File: config.mk
export PLATFORM = sky130hd
export DESIGN_NAME = fjac_cordic_stage
export DESIGN_NICKNAME = d
export VERILOG_FILES = /design/src/sv/fjac_pkg.sv /design/src/sv/fjac_cordic_stage.sv
export SDC_FILE = /design/constraint.sdc
export NUM_CORES = 1
export LEC_CHECK = 0
export BUFFER_PORTS_ARGS = -buffer_cell sky130_fd_sc_hd__clkbuf_2
export CAP_MARGIN = 40
export CORE_ASPECT_RATIO = 1.4
export CORE_MARGIN = 2
export CORE_UTILIZATION = 30
export CTS_BUF_LIST = sky130_fd_sc_hd__clkbuf_4 sky130_fd_sc_hd__clkbuf_8 sky130_fd_sc_hd__clkbuf_16
export DETAILED_ROUTE_END_ITERATION = 12
export SYNTH_ARGS = -nofsm -noshare
export SYNTH_HDL_FRONTEND = slang
export SYNTH_SLANG_ARGS = --single-unit
File: constraint.sdc
create_clock -name clk_i -period 28.8 [get_ports clk_i]
set_clock_uncertainty 0.1 [all_clocks]
set_input_delay 4.32 -clock clk_i [delete_from_list [all_inputs] [get_ports clk_i]]
set_output_delay 4.32 -clock clk_i [all_outputs]
set_load 0.02 [all_outputs]
File: src/sv/fjac_pkg.sv
// ----------------------------------------------------------------------------
// fjac_pkg: shared types and constants
// Beat types, register indexes, rotation table and saturation for the
// fixed-point constraint Jacobian unit.
// ----------------------------------------------------------------------------
package fjac_pkg;

  // Width of every signed result field.
  localparam int VALUE_WIDTH     = 32;
  localparam int CORDIC_STEPS    = 16;
  localparam int STEPS_PER_STAGE = 4;
  // Width of the rotation datapath (x, y and the angle accumulator).
  localparam int CW              = 34;
  // Width of the intermediate value handed to the saturator.
  localparam int SAT_W           = 68;
  localparam int CFG_IDX_W       = 3;
  localparam int CFG_DATA_W      = 32;
  localparam int GAIN_W          = 31;

  localparam logic signed [CW-1:0] CORDIC_GAIN = 34'sd652032874;
  localparam logic signed [CW-1:0] ONE_Q30     = 34'sd1073741824;

  localparam logic signed [CW-1:0] ATAN [CORDIC_STEPS] = '{
    34'sd536870912, 34'sd316933406, 34'sd167458907, 34'sd85004756,
    34'sd42667331,  34'sd21354465,  34'sd10679838,  34'sd5340245,
    34'sd2670163,   34'sd1335087,   34'sd667544,    34'sd333772,
    34'sd166886,    34'sd83443,     34'sd41722,     34'sd20861
  };

  localparam logic signed [SAT_W-1:0] SAT_MAX =
    (68'sd1 <<< (VALUE_WIDTH - 1)) - 68'sd1;
  localparam logic signed [SAT_W-1:0] SAT_MIN = -SAT_MAX - 68'sd1;

  typedef enum logic [CFG_IDX_W-1:0] {
    CFG_ANCHOR_X = 3'd0,
    CFG_ANCHOR_Y = 3'd1,
    CFG_TARGET_X = 3'd2,
    CFG_TARGET_Y = 3'd3,
    CFG_SPRING   = 3'd4,
    CFG_DAMPING  = 3'd5
  } cfg_idx_e;

  localparam logic [GAIN_W-1:0] SPRING_RESET  = 31'd655360;
  localparam logic [GAIN_W-1:0] DAMPING_RESET = 31'd65536;

  typedef struct packed {
    logic signed [31:0] body_x;
    logic signed [31:0] body_y;
    logic signed [15:0] body_angle;
    logic signed [31:0] spin_rate;
  } in_beat_t;

  typedef struct packed {
    logic signed [VALUE_WIDTH-1:0] jac_x_angle;
    logic signed [VALUE_WIDTH-1:0] jac_y_angle;
    logic signed [VALUE_WIDTH-1:0] jdot_x_angle;
    logic signed [VALUE_WIDTH-1:0] jdot_y_angle;
    logic signed [VALUE_WIDTH-1:0] error_x;
    logic signed [VALUE_WIDTH-1:0] error_y;
    logic        [GAIN_W-1:0]      stiffness_out;
    logic        [GAIN_W-1:0]      damping_out;
  } out_beat_t;

  typedef struct packed {
    logic signed [CW-1:0] x;
    logic signed [CW-1:0] y;
    logic signed [CW-1:0] z;
  } cordic_t;

  // Clamp a wide signed value to the result range.
  function automatic logic signed [VALUE_WIDTH-1:0] sat_value(
    input logic signed [SAT_W-1:0] v
  );
    logic signed [SAT_W-1:0] c;
    begin
      if (v > SAT_MAX) begin
        c = SAT_MAX;
      end else if (v < SAT_MIN) begin
        c = SAT_MIN;
      end else begin
        c = v;
      end
      return c[VALUE_WIDTH-1:0];
    end
  endfunction

endpackage

File: src/sv/fjac_cordic_stage.sv
// ----------------------------------------------------------------------------
// fjac_cordic_stage: one registered slice of the rotation pipeline
// Runs a few consecutive rotation steps and registers x, y and the angle.
// ----------------------------------------------------------------------------
module fjac_cordic_stage #(
  parameter int FIRST_STEP = 0
) (
  input  logic              clk_i,
  input  logic              en_i,
  input  fjac_pkg::cordic_t cord_i,
  output fjac_pkg::cordic_t cord_o
);

  fjac_pkg::cordic_t cord_d;
  fjac_pkg::cordic_t cord_q;

  always_comb begin
    logic signed [fjac_pkg::CW-1:0] dx;
    logic signed [fjac_pkg::CW-1:0] dy;
    cord_d = cord_i;
    for (int k = 0; k < fjac_pkg::STEPS_PER_STAGE; k++) begin
      dx = cord_d.y >>> (FIRST_STEP + k);
      dy = cord_d.x >>> (FIRST_STEP + k);
      if (!cord_d.z[fjac_pkg::CW-1]) begin
        cord_d.x = cord_d.x - dx;
        cord_d.y = cord_d.y + dy;
        cord_d.z = cord_d.z - fjac_pkg::ATAN[FIRST_STEP + k];
      end else begin
        cord_d.x = cord_d.x + dx;
        cord_d.y = cord_d.y - dy;
        cord_d.z = cord_d.z + fjac_pkg::ATAN[FIRST_STEP + k];
      end
    end
  end

  always_ff @(posedge clk_i) begin
    if (en_i) begin
      cord_q <= cord_d;
    end
  end

  assign cord_o = cord_q;

endmodule

==> summary.txt <==
Clock tree
  • # clock sinks: about 100
  • Resize count post-CTS: 0
  • Maximum root-to-sink buffer count: 2
  • CTS tree: built
  • Hold_buf cts: 0
  • Root buffer cell: clkbuf_16
  • # Post-CTS Setup Buffers: 0
  • Total clock buffers created by CTS: 9
  • # H-tree levels: 3
  • Clock-pin slew on the worst setup and hold paths: ~0.080 ns

Timing
  • Final Hold Viols: 0
  • F_max: 57.43 MHz
  • Min Tclk post-route: around 17 ns
  • Tightest Pin Transition: about 0.86 ns
  • Rel. slew slack: 41.63%
  • Setup TNS: 0 ns
  • RSZ-0062 raised after global routing: no
  • Max-slew violations: 0
  • # setup viols final: 0
  • Final Cycle Share: between 60% and 70%

Setup path
  • CP Buf/Inv Count: 5
  • Crit-path leading delay family: compound AO/OA/AOI/OAI gates
  • WP data required: between 20 and 30 ns
  • Crit path launch type: primary input
  • Critical setup path kind: primary input to register
  • Worst path slowest cell: a2111oi_0
  • Top cell by count, worst path: o21ai_0
  • Crit path capture type: register
  • Arr. time, crit path: 17.45 ns
  • CP peak stage delay: a little under 0.7 ns
  • Worst-path fanout max: 33

Die
  • Die ar.: 94390 um2
  • Die width: 260.2 um
  • Ports: between 200 and 250
  • FP Rows: ~130
  • Starting Density: 30.26%
  • Core Footprint: slightly above 90000 um2
  • Die Ht: around 360 um

Synth
  • Dominant cell type by area after synthesis: ha_1
  • Post-Synth Adder-Cell Area: 19.68%
  • Warnings, synthesis: 0
  • Ranking of synthesized cells by area: ha_1 19%, edfxtp_1 11%, xnor2_1 11%
  • Synth Instances: around 3600
  • Main combinational cell family by area after synthesis: compound AO/OA/AOI/OAI gates
  • Post-Syn Area: approximately 28000 um2
  • Xor and xnor area share after synthesis: between 10% and 20%
  • Simple-gate area share of the yosys netlist: 19.57%
  • Yosys top cell area share: about a fifth
  • Mux contribution to synthesized area: less than 1%
  • Yosys reg bits: roughly 100
  • Syn avg cell area: 7.617 um2
  • Seq/Total Area, Yosys: roughly 11%
  • Dominant synthesized flop cell: edfxtp_1
  • Post-synth EDFFs: 102
  • Async S/R FF share, synth: 0%
  • Synth Area in Compound Gates: between 20 and 30%
  • Synth unique cells: around 120
  • Mapped Nets: between 4000 and 5000

Place
  • I/O Buffers: between 200 and 250
  • Post-DP HPWL: between 70000 and 80000 um
  • Routability congestion estimate: ~0.9

Min path
  • Worst hold start: cord_i[0]
  • Worst hold endpoint: cord_o[0]
  • Hold depth: 2
  • HP Class: primary input to register

Final layout
  • Nets: ~4300
  • Fillers: 9841
  • Area grow syn2layout: 9.420%
  • Share of cells above drive strength 1: 9.353%
  • Max FFs per register: roughly 100

Global routing
  • Initial antenna violation count: 0
  • Gr usage total: 17.29%
  • Vias in the first global route: about 26000
  • Largest net degree at the start of global routing: 53
  • Grt total ovfl: 0
  • First-pass GRT wire length: approximately 130000 um

Detailed routing
  • Post-route DRC: 0
  • Routed WL per cell: about 17 um
  • Overall routed net length: about 85000 um
  • Via/cell ratio: ~5.4
  • Drt first pass iters: 6
  • DRT iter0 DRCs: 1600
  • Vias after detailed routing: between 20000 and 30000
  • Post-route antenna net violation count: 0

Flow run
  • MaxCap Viol Count: 0

Run status
  • Status: completed
[cell type report]
cell class	count	area (um2)	share of cell area (%)
Timing Repair Buffer	221	1144	3.790
Sequential cell	102	3063	10.15
Multi-Input combinational cell	3185	23220	76.97
Inverter	250	938.4	3.110
Clock buffer	9	225.2	0.7465
Antenna cell	1	2.502	0.008294
Tap cell	1197	1498	4.964
Clock inverter	7	78.83	0.2613
[routing by layer]
layer,track usage (%),part of all wire (%),vias up
li1,-,-,13480
met2,32.71,51,594
met5,0,0,-
met4,5.994,3.1,0
met3,1.033,3.3,119
met1,20.30,42,12420
[logic make-up (layout without fill, tap and decap cells)]
kind of cell	Yosys count	after routing
muxes	21	21
adders and majority gates	426	426
xor gates and xnor gates	496	496
AOI/OAI and AO/OA	1167	1167
other	0	1
DFF	102	102
and+or+nand+nor	1075	1075
buffers and inverters	333	487
[how the worst max path moves through the flow]
stage,start,to,slack [ns],depth (start not counted)
after floorplan,cord_i[33],cord_o[66],11.37,64
after detailed placement,cord_i[33],cord_o[66],11.16,54
after CTS,cord_i[33],cord_o[66],11.46,54
after global placement,cord_i[33],cord_o[66],11.32,54
after global routing,cord_i[33],cord_o[66],10.14,54
final,cord_i[33],cord_o[66],11.39,54
[cell usage in the layout, fill, tap and decap left out, drive strengths merged, types with 24 or more instances in the layout]
| cell | instances |
|---|---|
| nor2b | 56 |
| nor2 | 305 |
| ha | 413 |
| clkbuf | 212 |
| or3 | 39 |
| or2 | 31 |
| xor2 | 154 |
| nand2b | 70 |
| nand4 | 34 |
| nand3 | 67 |
| o21bai | 45 |
| a31oi | 49 |
| o21ai | 230 |
| a21o | 132 |
| nor3 | 120 |
| o31ai | 41 |
| o211ai | 24 |
| o21a | 48 |
| edfxtp | 102 |
| a211oi | 46 |
| and2 | 32 |
| and3 | 27 |
| inv | 252 |
| xnor2 | 339 |
| a21oi | 359 |
| nand2 | 213 |
[cells in the mapped netlist, drive strengths merged (14+ instances only)]
| library cell | instances |
|---|---|
| nand4 | 34 |
| or2 | 31 |
| nor3 | 120 |
| a21boi | 23 |
| xor2 | 154 |
| and2 | 32 |
| nand3 | 67 |
| a2111oi | 18 |
| nor4 | 19 |
| ha | 413 |
| o31ai | 41 |
| inv | 249 |
| or3 | 39 |
| a211oi | 46 |
| xnor2 | 339 |
| o211ai | 24 |
| buf | 43 |
| a31oi | 49 |
| and3 | 27 |
| clkbuf | 40 |
| a21o | 132 |
| o21bai | 45 |
| mux2i | 14 |
| o21ai | 230 |
| nor2b | 56 |
| o21a | 48 |
| a21oi | 359 |
| nor2 | 305 |
| nand2b | 70 |
| nand2 | 213 |
| edfxtp | 102 |
[per-stage QoR]
step	instances	area, um2	setup WS [ns]	hold slack (ns)	util, %
6_report	4972	30170	11.39	4.123	33.11
5_1_grt	4971	30170	10.14	4.124	33.10
4_1_cts	4971	30170	11.46	4.113	33.10
3_5_place_dp	4955	29860	11.16	4.515	32.77
3_3_place_gp	4953	29860	11.32	4.512	32.76
2_1_floorplan	3620	27570	11.37	4.333	-
Power is left out: the tool's default activity adds up to more than one toggle a clock period on the data nets, which glitch-free logic cannot reach.
